**src/rtl/mhpq_pkg.sv**
```systemverilog
`timescale 1ns / 1ps
`default_nettype none
// ----------------------------------------------------------------------------
// mhpq_pkg: shared types and constants of the min-heap priority queue
// Transaction payloads, operation and result codes, sequencer states.
// ----------------------------------------------------------------------------
package mhpq_pkg;

    localparam int CAPACITY  = 64;
    localparam int POS_BITS  = 6;
    localparam int CNT_BITS  = 7;
    localparam int KEY_BITS  = 32;
    localparam int TAG_BITS  = 16;
    localparam int QUEUE_DEPTH = 2;

    typedef enum logic [1:0] {
        FUNC_PUSH   = 2'd0,
        FUNC_POP    = 2'd1,
        FUNC_REMOVE = 2'd2,
        FUNC_NONE   = 2'd3
    } func_e;

    typedef enum logic [2:0] {
        KIND_UPDATE  = 3'd0,
        KIND_POPPED  = 3'd1,
        KIND_REMOVED = 3'd2,
        KIND_FULL    = 3'd3,
        KIND_EMPTY   = 3'd4,
        KIND_BADPOS  = 3'd5
    } kind_e;

    typedef enum logic [3:0] {
        S_IDLE,
        S_TAKE,
        S_HOLE,
        S_UP_CMP,
        S_UP_SWAP,
        S_DN_RD,
        S_DN_CMP,
        S_DN_SWAP,
        S_FLUSH
    } state_e;

    typedef struct packed {
        logic [1:0]          func;
        logic [KEY_BITS-1:0] key;
        logic [TAG_BITS-1:0] tag;
        logic [POS_BITS-1:0] position;
    } request_t;

    typedef struct packed {
        logic [2:0]          kind;
        logic [KEY_BITS-1:0] item_key;
        logic [TAG_BITS-1:0] item_tag;
        logic [POS_BITS-1:0] item_position;
        logic [CNT_BITS-1:0] held;
        logic                last;
    } result_t;

    typedef struct packed {
        logic [KEY_BITS-1:0] key;
        logic [TAG_BITS-1:0] tag;
    } item_t;

endpackage
`default_nettype wire

```
**src/rtl/mhpq_front.sv**
```systemverilog
`timescale 1ns / 1ps
`default_nettype none
// ----------------------------------------------------------------------------
// mhpq_front: command intake
// Accepts requests, drops unused operation codes and queues the rest.
// ----------------------------------------------------------------------------
module mhpq_front (
    input  wire                 clk,
    input  wire                 rst_n,
    input  wire                 start,
    output logic                busy,
    input  mhpq_pkg::request_t  request,
    output logic                cmd_valid,
    output mhpq_pkg::request_t  cmd,
    input  wire                 cmd_pop
);
    import mhpq_pkg::*;

    request_t     entry_reg [QUEUE_DEPTH];
    logic         wr_ptr_reg, wr_ptr_next;
    logic         rd_ptr_reg, rd_ptr_next;
    logic [1:0]   fill_reg, fill_next;
    logic         push;
    logic         pop;

    // classify: only real operations enter the queue
    assign busy      = (fill_reg == 2'(QUEUE_DEPTH));
    assign push      = start && !busy && (func_e'(request.func) != FUNC_NONE);
    assign pop       = cmd_pop && (fill_reg != 2'd0);
    assign cmd_valid = (fill_reg != 2'd0);
    assign cmd       = entry_reg[rd_ptr_reg];

    always_comb
    begin
        wr_ptr_next = push ? ~wr_ptr_reg : wr_ptr_reg;
        rd_ptr_next = pop ? ~rd_ptr_reg : rd_ptr_reg;
        fill_next   = fill_reg + 2'(push) - 2'(pop);
    end

    // advance pointers and fill level
    always_ff @(posedge clk or negedge rst_n)
    begin
        if (!rst_n)
        begin
            wr_ptr_reg <= 1'b0;
            rd_ptr_reg <= 1'b0;
            fill_reg   <= 2'd0;
        end
        else
        begin
            wr_ptr_reg <= wr_ptr_next;
            rd_ptr_reg <= rd_ptr_next;
            fill_reg   <= fill_next;
        end
    end

    // hold queued transactions
    always_ff @(posedge clk)
    begin
        if (push)
        begin
            entry_reg[wr_ptr_reg] <= request;
        end
    end

endmodule
`default_nettype wire

```
**config.mk**
```make
export PLATFORM = sky130hd
export DESIGN_NAME = mhpq_front
export DESIGN_NICKNAME = d
export VERILOG_FILES = /design/src/rtl/mhpq_pkg.sv /design/src/rtl/mhpq_front.sv
export SDC_FILE = /design/constraint.sdc
export NUM_CORES = 1
export LEC_CHECK = 0
export ABC_AREA = 0
export BUFFER_PORTS_ARGS = -buffer_cell sky130_fd_sc_hd__clkbuf_2
export CAP_MARGIN = 20
export CORE_ASPECT_RATIO = 0.5
export CORE_UTILIZATION = 52
export CTS_CLUSTER_DIAMETER = 40
export DETAILED_ROUTE_END_ITERATION = 10
export PLACE_DENSITY = 0.84
export REMOVE_ABC_BUFFERS = 1
export SLEW_MARGIN = 20
export SYNTH_ARGS = -nofsm -noshare
export SYNTH_HDL_FRONTEND = slang
export SYNTH_SLANG_ARGS = --single-unit
export TNS_END_PERCENT = 10
```
**constraint.sdc**
```tcl
create_clock -name clk -period 4.3 [get_ports clk]
set_clock_uncertainty 0.15 [all_clocks]
set_input_delay 0.215 -clock clk [delete_from_list [all_inputs] [get_ports clk]]
set_output_delay 0.215 -clock clk [all_outputs]
set_load 0.02 [all_outputs]
```
## Yosys cells after proc, flatten, opt, wreduce, memory -nomap -nowiden

Memories as Yosys holds them, arrays and structs flattened.
Index checks and enable logic that the tools add are counted.

- $add $sub $neg: 2
- Equal/unequal tests: 2
- Mux-type cells: 2
- Bitwise logic cells: 2
- Reduce and logical (&&, ||, !) cells: 5

Operator list:

| operator | number |
|---|---|
| 1-bit logical AND | 3 |
| 2-bit by 1-bit adder with 2-bit output | 1 |
| 2-bit == test, second input constant | 1 |
| 1-bit two-way mux | 2 |
| 2-bit inequality test, second input constant | 1 |
| 1-bit inverter | 2 |
| 2-bit nonzero test | 1 |
| 2-bit by 1-bit subtractor with 2-bit output | 1 |
| 1-bit zero test | 1 |

- Bits in registers: 4
- Memory bits (writable): 112
- Bits of input ports: 60
- Output and inout bits: 58
- Memories: 1

Memory list:

| name | words | bits a word | rd ports | clocked after memory_dff | wr ports | RTL line | source |
|---|---|---|---|---|---|---|---|
| entry_reg | 2 | 56 | 1 | 0 | 1 | mhpq_front.sv:19 | `request_t entry_reg [QUEUE_DEPTH];` |

## Longest topological paths before layout

Gate-level depths: netlist of the first run.

- Depth in word-level cells: 6
- Mapped depth: 7
- Gate-level depth less buffers: 7

## Worst setup path before layout of the first run

OpenSTA, ideal clock, no wires.

- Path type: register to register
- Start point: register fill_reg[1]
- End point: memory entry_reg[0][0] (netlist bit) (enable)
- Data arrival time: 3.166 ns
- Setup slack: 0.514 ns
- Stages on the path, launching flop included: 4
- Period minus slack after synthesis: 3.786 ns
- Path through: dfrtp_1 and2b_1 nand3b_4 nor2_1

- Cells in the longest elaborated chain, start to end: 6

Ends and longest elaborated chain:

| what | RTL line | source |
|---|---|---|
| start, declared | mhpq_front.sv:22 | `logic [1:0] fill_reg, fill_next;` |
| start signal, assigned | mhpq_front.sv:53 | `fill_reg <= fill_next;` |
| 2-bit == test | mhpq_front.sv:27 | `assign busy = (fill_reg == 2'(QUEUE_DEPTH));` |
| net busy | mhpq_front.sv:11 | `output logic busy,` |
| 1-bit zero test | mhpq_front.sv:28 | `assign push = start && !busy && (func_e'(request.func) != FUNC_NONE);` |
| 1-bit logical AND (2 in series) | mhpq_front.sv:28 |  |
| 1-bit two-way mux | mhpq_front.sv:60 | `if (push)` |
| 1-bit two-way mux (implied by the code) | mhpq_front.sv:62 | `entry_reg[wr_ptr_reg] <= request;` |
| end, declared | mhpq_front.sv:19 |  |

The timed path passes the listed nets, and every way through them passes these cells.

==> results.py, run 1 <==
metrics = {
    "global_routing": {
        "grt_max_degree": 43,
        "grt_pass1_wl_um": 14300,
        "antenna_found_initial": 0,
        "gr-total-overflow": 0,
        "first_global_vias": 2659,
        "grt_use_total_pct": 23.2,
    },
    "floorplan": {
        "start_util_pct": 54.2,
        "core_area_sq_mm": 0.00809,
        "ioPinCount": 118,
        "rows": 23,
        "fp.dieH_um": 66.9,
        "die_x_um": 132,
        "die_area_sq_mm": 0.00882,
    },
    "synthesis": {
        "syn_area_sq_mm": 0.00438,
        "synth_area_leaders": "edfxtp_1, mux2_4, mux2_2",
        "syn_inst": 193,
        "yosysMostFrequentCell": "edfxtp_1",
        "yosysUniqueCellTypes": 16,
        "synth_area_per_cell_sq_um": 22.7,
        "ys.flop_type": "edfxtp_1",
        "synth_seq_cells": 116,
        "synth_top_area_share_pct": 76.8,
        "yosys-top-cells-count": "edfxtp_1, mux2_4, mux2_2",
        "async_flop_share_pct": 3.45,
        "synth_top_area_cell": "edfxtp_1",
        "yosysWarnings": 0,
        "synth-edff-count": 112,
        "seq_area_frac_synth_pct": 79.1,
    },
    "critical_path": {
        "endpoint_kind": "output port",
        "startpoint_type": "flip-flop",
        "worst-path-max-fanout": 42,
        "cp.arrival_ns": 2.27,
        "crit_type": "flip-flop to output port",
        "cp.required_ns": 3.93,
    },
    "sta": {
        "period_minus_slack_ns": 2.63,
        "fmax_ghz": 0.380,
        "rsz0062_at_grt": "no",
        "hold_violations": 0,
        "min_period_over_period_pct": 61.2,
        "worstMarginPinSlew_ns": 1.04,
        "finalWorstSetupSlack_ns": 1.67,
        "slew_headroom_pct": 30.5,
        "setup_violations": 0,
        "maxSlewViolCount": 0,
        "fin_setup_tns_ns": 0,
    },
    "routing": {
        "drcViolationCount": 0,
        "firstDrtPassIters": 4,
        "totalWireLength_um": 9730,
        "drt-initial-drc-count": 164,
        "ant_nets": 0,
        "dr_total_vias": 2562,
        "vias_per_cell": 5.04,
        "wl_per_cell_um": 19.2,
    },
    "clock_tree": {
        "clkLatencyLatePin_ns": 0.41,
        "cts_setup_buffers": 0,
        "cts_max_path_buffers": 2,
        "htree_num_levels": 4,
        "numCtsBuffers": 17,
        "cts_tree": "built",
        "cts_root_buf": "clkbuf_16",
        "clkTransAtPathRegs_ns": 0.05,
        "clock_sinks": 116,
    },
    "placement": {
        "place_congestion": 0.664,
        "dp_hpwl_um": 5080,
        "numPortBuffers": 117,
        "dp_slack_ns": 1.74,
    },
    "finish": {
        "antennaDiodeCount": 0,
        "largest_reg_flops": 112,
        "area_growth_pct": 41.1,
        "nets": 446,
        "drive_above_1_share_pct": 50.8,
    },
    "hold_path": {
        "min_path_type": "input pin to flip-flop",
    },
    "pwr": {
        "worst_ir_drop_vdd_v": 0.000388,
        "p_leak_nw": 2.48,
        "powerDensity_mw_per_mm2": 664,
    },
    "run": {
        "max_cap_violations": 0,
    },
    "status": {
        "status": "completed",
    },
}
[layout make-up]
type	instances	area, sq um
inverter	2	7.51
multi-input combinational	69	870
tap	112	140
sequential	116	3470
clock inverter	9	63.8
timing repair buffer	178	1190
fill	423	1910
clock buffer	22	444
[cell families after synthesis]
kind of cell / Yosys count / share of synthesized area [%]
xor+xnor: 4 / 0.800
fa+ha+maj: 2 / 0.571
buf+inv: 8 / 1.43
flops: 116 / 79.1
mux: 56 / 17.0
simple gates: 7 / 1.17
[per-stage QoR]
stage	power, mW	instance area [sq um]	util, %	hold slack (ns)	cells
after floorplan	2.48	4330	-	-0.231	187
after global placement	2.78	5090	62.9	-0.124	419
after CTS	4.08	6180	76.4	0.0144	508
final	4.10	6180	76.4	0.0184	508
after detailed placement	2.83	5090	62.9	-0.122	419
after global routing	4.25	6180	76.4	0.0259	508
[layer usage]
layer / wire length (um) / up-vias / GRT usage [%] / share of wire [%]
met5: 0 / - / 0 / 0
met4: 287 / 0 / 14.7 / 2.9
met2: 5130 / 100 / 41.2 / 53
li1: - / 1144 / - / -
met1: 3890 / 1288 / 25.5 / 40
met3: 413 / 30 / 6.39 / 4.2
[worst max-delay path: stages (launching register included)]
cell	delay, ns
dfrtp_4	0.86
buf_4	0.41
mux2_2	0.39
clkbuf_2	0.17
[cells in the final DEF, fill, tap and decap left out, drive strengths merged]
master	synthesis	layout
inv	2	2
or2	1	1
nand3b	1	1
xor2	1	1
dfrtp	4	4
xnor2	3	3
and2b	1	1
clkinv	0	8
edfxtp	112	112
and2	1	1
dlygate4sd3	0	58
buf	6	3
ha	2	2
mux2	56	56
bufinv	0	1
nand2	1	1
nor2	2	2
clkbuf	0	139
[what timing repair did]
action	in CTS	in global routing
hold endpoints to repair	116	0
gates resized for setup	0	0
hold buffers	58	0
[report_power, final]
| group | internal [mW] | total (mW) | switching (mW) |
|---|---|---|---|
| clock | 0.774 | 1.23 | 0.457 |
| combinational | 0.555 | 1.23 | 0.670 |
| sequential | 1.49 | 1.65 | 0.156 |
| total | 2.82 | 4.10 | 1.28 |
[final timing paths]
| check | start | to | slack [ns] | depth (start not counted) |
|---|---|---|---|---|
| worst max-delay path | rd_ptr_reg | cmd[3] | 1.67 | 3 |
| worst min-delay path | start | wr_ptr_reg | 0.02 | 3 |
| worst max register to register | fill_reg[1] | entry_reg[1][1] | 1.75 | 4 |
| worst min register to register | fill_reg[1] | fill_reg[1] | 0.34 | 1 |
| max in group asynchronous | rst_n | rd_ptr_reg | 3.26 | 3 |
| min in group asynchronous | rst_n | rd_ptr_reg | 0.55 | 3 |
Note: power is estimated with default switching activity, not from simulation.
==> inputs of run 2 (changes only) <==
CORE_UTILIZATION = 47   (was 52)
PLACE_DENSITY = 0.8   (was 0.84)
clock period = 2.39 ns   (was 4.3 ns; I/O delays follow)
==> results.py, run 2 (same netlist as run 1, synthesis figures left out) <==
metrics = {
    "status": {
        "status": "complete, but fails checks",
        "violations": "design-rule violations",
    },
    "clock_tree": {
        "cts_max_path_buffers": 2,
        "cts_tree": "built",
        "clock_sinks": 116,
        "clkLatencyLatePin_ns": 0.40,
        "cts_root_buf": "clkbuf_16",
        "clkTransAtPathRegs_ns": 0.06,
        "cts_resized": 0,
        "cts_setup_buffers": 0,
        "numCtsBuffers": 17,
        "htree_num_levels": 4,
    },
    "hold_path": {
        "holdPathEnd": "entry_reg[0][23]",
        "min_from": "request[23]",
        "min_path_type": "input pin to flip-flop",
        "whs_path_depth": 2,
    },
    "floorplan": {
        "rows": 24,
        "ioPinCount": 118,
        "start_util_pct": 49.4,
        "fp.dieH_um": 70.3,
        "core_area_sq_mm": 0.00886,
        "die_x_um": 139,
        "die_area_sq_mm": 0.00973,
    },
    "run": {
        "max_cap_violations": 0,
    },
    "pwr": {
        "powerDensity_mw_per_mm2": 1180,
        "p_leak_nw": 2.52,
        "worst_ir_drop_vdd_v": 0.000813,
    },
    "routing": {
        "vias_per_cell": 4.87,
        "wl_per_cell_um": 17.9,
        "drt-initial-drc-count": 174,
        "ant_nets": 0,
        "totalWireLength_um": 9280,
        "firstDrtPassIters": 7,
        "drcViolationCount": 9,
        "dr_total_vias": 2530,
    },
    "critical_path": {
        "r2r-start": "fill_reg[1]",
        "rr_endpoint": "fill_reg[1]",
        "r2r_slack_ns": 0.53,
        "endpoint_kind": "output port",
        "cp.arrival_ns": 1.72,
        "startpoint_type": "flip-flop",
        "crit_type": "flip-flop to output port",
        "reg2reg_depth": 7,
        "worst-path-max-fanout": 56,
        "cp.required_ns": 2.12,
    },
    "finish": {
        "drive_above_1_share_pct": 52.1,
        "final_common_cell": "clkbuf_2",
        "seqCellArea_sq_mm": 0.00346,
        "area_growth_pct": 42.7,
        "nets": 450,
        "n_fill_cell": 527,
        "multi_input_comb_area_sq_um": 870,
        "largest_reg_flops": 112,
        "layout_common_cells": "clkbuf_2, edfxtp_1, dlygate4sd3_1",
        "final_util_pct": 70.6,
    },
    "global_routing": {
        "grt_use_total_pct": 20.7,
        "grt_pass1_wl_um": 14400,
        "grt_max_degree": 57,
        "antenna_found_initial": 1,
        "gr-total-overflow": 0,
        "first_global_vias": 2815,
    },
    "placement": {
        "dp_hpwl_um": 5100,
        "numPortBuffers": 117,
        "place_congestion": 0.667,
    },
    "sta": {
        "rsz0062_at_grt": "no",
        "period_minus_slack_ns": 1.99,
        "worstMarginPinSlew_ns": 0.406,
        "hold_violations": 0,
        "holdWs_ns": 0.289,
        "setup_violations": 0,
        "slew_headroom_pct": 72.9,
        "min_period_over_period_pct": 83.2,
        "maxSlewViolCount": 0,
        "fmax_ghz": 0.503,
    },
}
==> run 2: timing repair <==
item,4_1_cts,5_1_grt
hold endpoints to repair,118,0
endpoints found under the setup margin,0,0
hold buffers,60,0
==> run 2: per-layer routing <==
metal / GRT usage, % / routed length, um
met1: 20.3 / 3380
met4: 11.0 / 270
met5: 0 / 0
met2: 38.7 / 5150
met3: 7.20 / 473
==> run 2: critical path, cell delays in order, from the launching register on <==
cell	delay, ns
dfrtp_2	0.39
buf_12	0.33
mux2_2	0.39
clkbuf_2	0.17
==> run 2: per-stage QoR <==
| step | TNS [ns] | instance area [sq um] | power (mW) | cells | setup WS, ns |
|---|---|---|---|---|---|
| after floorplan | -164.52 | 4330 | 4.45 | 187 | -1.40 |
| after global placement | 0 | 5120 | 5.03 | 426 | 0.593 |
| after detailed placement | 0 | 5120 | 5.11 | 426 | 0.520 |
| after CTS | 0 | 6250 | 7.39 | 518 | 0.407 |
| after global routing | 0 | 6250 | 7.68 | 519 | 0.338 |
| final | 0 | 6250 | 7.39 | 519 | 0.402 |
==> run 2: layout make-up <==
cell class / instances / share of cell area (%)
tap: 117 / 2.34
clock buffer: 18 / 6.87
sequential: 116 / 55.4
inverter: 2 / 0.120
antenna: 1 / 0.0400
clock inverter: 14 / 1.52
multi-input combinational: 69 / 13.9
timing repair buffer: 182 / 19.8
==> run 2: worst max path at each step <==
stage / from / endpoint / slack [ns] / cells past startpoint
detailed placement: fill_reg[1] / fill_reg[1] / 0.52 / 7
global route: rd_ptr_reg / cmd[5] / 0.34 / 3
floorplan: fill_reg[1] / entry_reg[0][0] / -1.40 / 3
CTS: rd_ptr_reg / cmd[14] / 0.41 / 3
global placement: fill_reg[1] / fill_reg[1] / 0.59 / 7
finish: rd_ptr_reg / cmd[12] / 0.40 / 3
==> run 2: power by group <==
part / leakage (nW) / internal, mW / total (mW) / switching, mW
Combinational: 1.18 / 1.03 / 2.37 / 1.34
Clock: 0.259 / 1.39 / 2.22 / 0.828
Sequential: 1.08 / 2.68 / 2.80 / 0.125
==> inputs of run 3 (changes only) <==
CORE_UTILIZATION = 52   (was 47)
PLACE_DENSITY = 0.84   (was 0.8)
clock period = 2.02 ns   (was 2.39 ns; I/O delays follow)
==> results.py, run 3 (same netlist as run 1, synthesis figures left out) <==
metrics = {
    "routing": {
        "dr_total_vias": 2537,
        "totalWireLength_um": 9940,
        "firstDrtPassIters": 5,
        "drt-initial-drc-count": 160,
        "drcViolationCount": 0,
        "wl_per_cell_um": 19.4,
        "ant_nets": 0,
        "vias_per_cell": 4.95,
    },
    "global_routing": {
        "grt_pass1_wl_um": 14500,
        "grt_use_total_pct": 23.8,
        "first_global_vias": 2730,
        "antenna_found_initial": 0,
        "grt_max_degree": 33,
        "gr-total-overflow": 0,
    },
    "finish": {
        "drive_above_1_share_pct": 52.1,
        "nets": 451,
        "antennaDiodeCount": 0,
        "seqCellArea_sq_mm": 0.00346,
        "layout_common_cells": "clkbuf_2, edfxtp_1, dlygate4sd3_1",
        "n_fill_cell": 424,
        "area_growth_pct": 45.2,
        "fin_cells": 513,
        "multi_input_comb_area_sq_um": 870,
        "final_common_cell": "clkbuf_2",
        "largest_reg_flops": 112,
    },
    "sta": {
        "finalWorstSetupSlack_ns": 0.0851,
        "setup_violations": 0,
        "maxSlewViolCount": 0,
        "fin_setup_tns_ns": 0,
        "min_period_over_period_pct": 95.8,
        "holdWs_ns": 0.273,
        "slew_headroom_pct": 76.9,
        "fmax_ghz": 0.517,
        "period_minus_slack_ns": 1.93,
        "hold_violations": 0,
        "worstMarginPinSlew_ns": 0.347,
        "rsz0062_at_grt": "no",
    },
    "placement": {
        "dp_slack_ns": 0.121,
        "numPortBuffers": 117,
        "dp_hpwl_um": 5150,
        "place_congestion": 0.704,
        "place_inst": 422,
    },
    "hold_path": {
        "min_path_type": "input pin to flip-flop",
    },
    "status": {
        "status": "completed",
    },
    "critical_path": {
        "endpoint_kind": "output port",
        "startpoint_type": "flip-flop",
        "worst-path-max-fanout": 26,
        "crit_type": "flip-flop to output port",
        "cp.arrival_ns": 1.68,
        "cp.required_ns": 1.77,
    },
    "floorplan": {
        "start_util_pct": 54.2,
        "core_area_sq_mm": 0.00809,
        "die_x_um": 132,
        "fp.dieH_um": 66.9,
        "die_area_sq_mm": 0.00882,
        "rows": 23,
        "ioPinCount": 118,
    },
    "clock_tree": {
        "cts_tree": "built",
        "numCtsBuffers": 17,
        "cts_max_path_buffers": 2,
        "htree_num_levels": 4,
        "clock_sinks": 116,
        "cts_root_buf": "clkbuf_16",
        "clkTransAtPathRegs_ns": 0.05,
        "clkLatencyLatePin_ns": 0.41,
    },
    "pwr": {
        "p_leak_nw": 2.56,
        "worst_ir_drop_vdd_v": 0.000804,
        "powerDensity_mw_per_mm2": 1460,
    },
    "run": {
        "max_cap_violations": 0,
    },
}
## run 3: cell count changes in the layout (fill, tap and decap cells not counted), sizes merged
cell and change:
clkinv -4, bufinv +3, buf +1, diode -1
## run 3: per-stage QoR
stage	util [%]	cell area, sq um	power [mW]
floorplan	-	4330	5.27
global placement	63.8	5160	6.00
detailed placement	63.8	5160	6.12
CTS	78.6	6360	9.22
global route	78.7	6360	9.63
finish	78.7	6360	9.28
## run 3: final timing paths
check | startpoint | endpoint | slack [ns] | cells past startpoint
max | rd_ptr_reg | cmd[49] | 0.09 | 3
min | request[2] | entry_reg[1][2] | 0.27 | 2
max reg2reg | fill_reg[1] | fill_reg[1] | 0.12 | 7
min reg2reg | fill_reg[1] | fill_reg[1] | 0.35 | 1
max in group asynchronous | rst_n | rd_ptr_reg | 1.08 | 3
min in group asynchronous | rst_n | rd_ptr_reg | 0.45 | 3
## run 3: worst max-delay path: stages (launching register included)
cell	delay (ns)
dfrtp_2	0.40
buf_6	0.31
mux2_2	0.40
clkbuf_2	0.16
## run 3: cell type report
type | count | share of cell area, %
clock inverters | 13 | 2.60
flip-flops and latches | 116 | 54.5
repair buffers | 183 | 20.2
inverters | 2 | 0.118
multi-input cells | 69 | 13.7
clock buffers | 18 | 6.75
well taps | 112 | 2.20
## run 3: timing repair
item	CTS	global route
buffers inserted	0	0
hold endpoints to repair	118	0
hold buffers	60	0
endpoints found under the setup margin	0	23
resized for setup	0	1
## run 3: report_power, final
group | switching [mW] | internal, mW | total [mW]
registers | 0.156 | 3.16 | 3.32
logic | 1.64 | 1.28 | 2.92
clock network | 1.02 | 2.03 | 3.05
total | 2.81 | 6.47 | 9.28
## run 3: metal layers
metal  routed length (um)  track usage [%]  share of wire [%]
met4                   97             11.6               0.98
met3                  463             7.23                4.7
met5                    0                0                  0
met2                 5570             44.6                 56
met1                 3810             25.0                 38
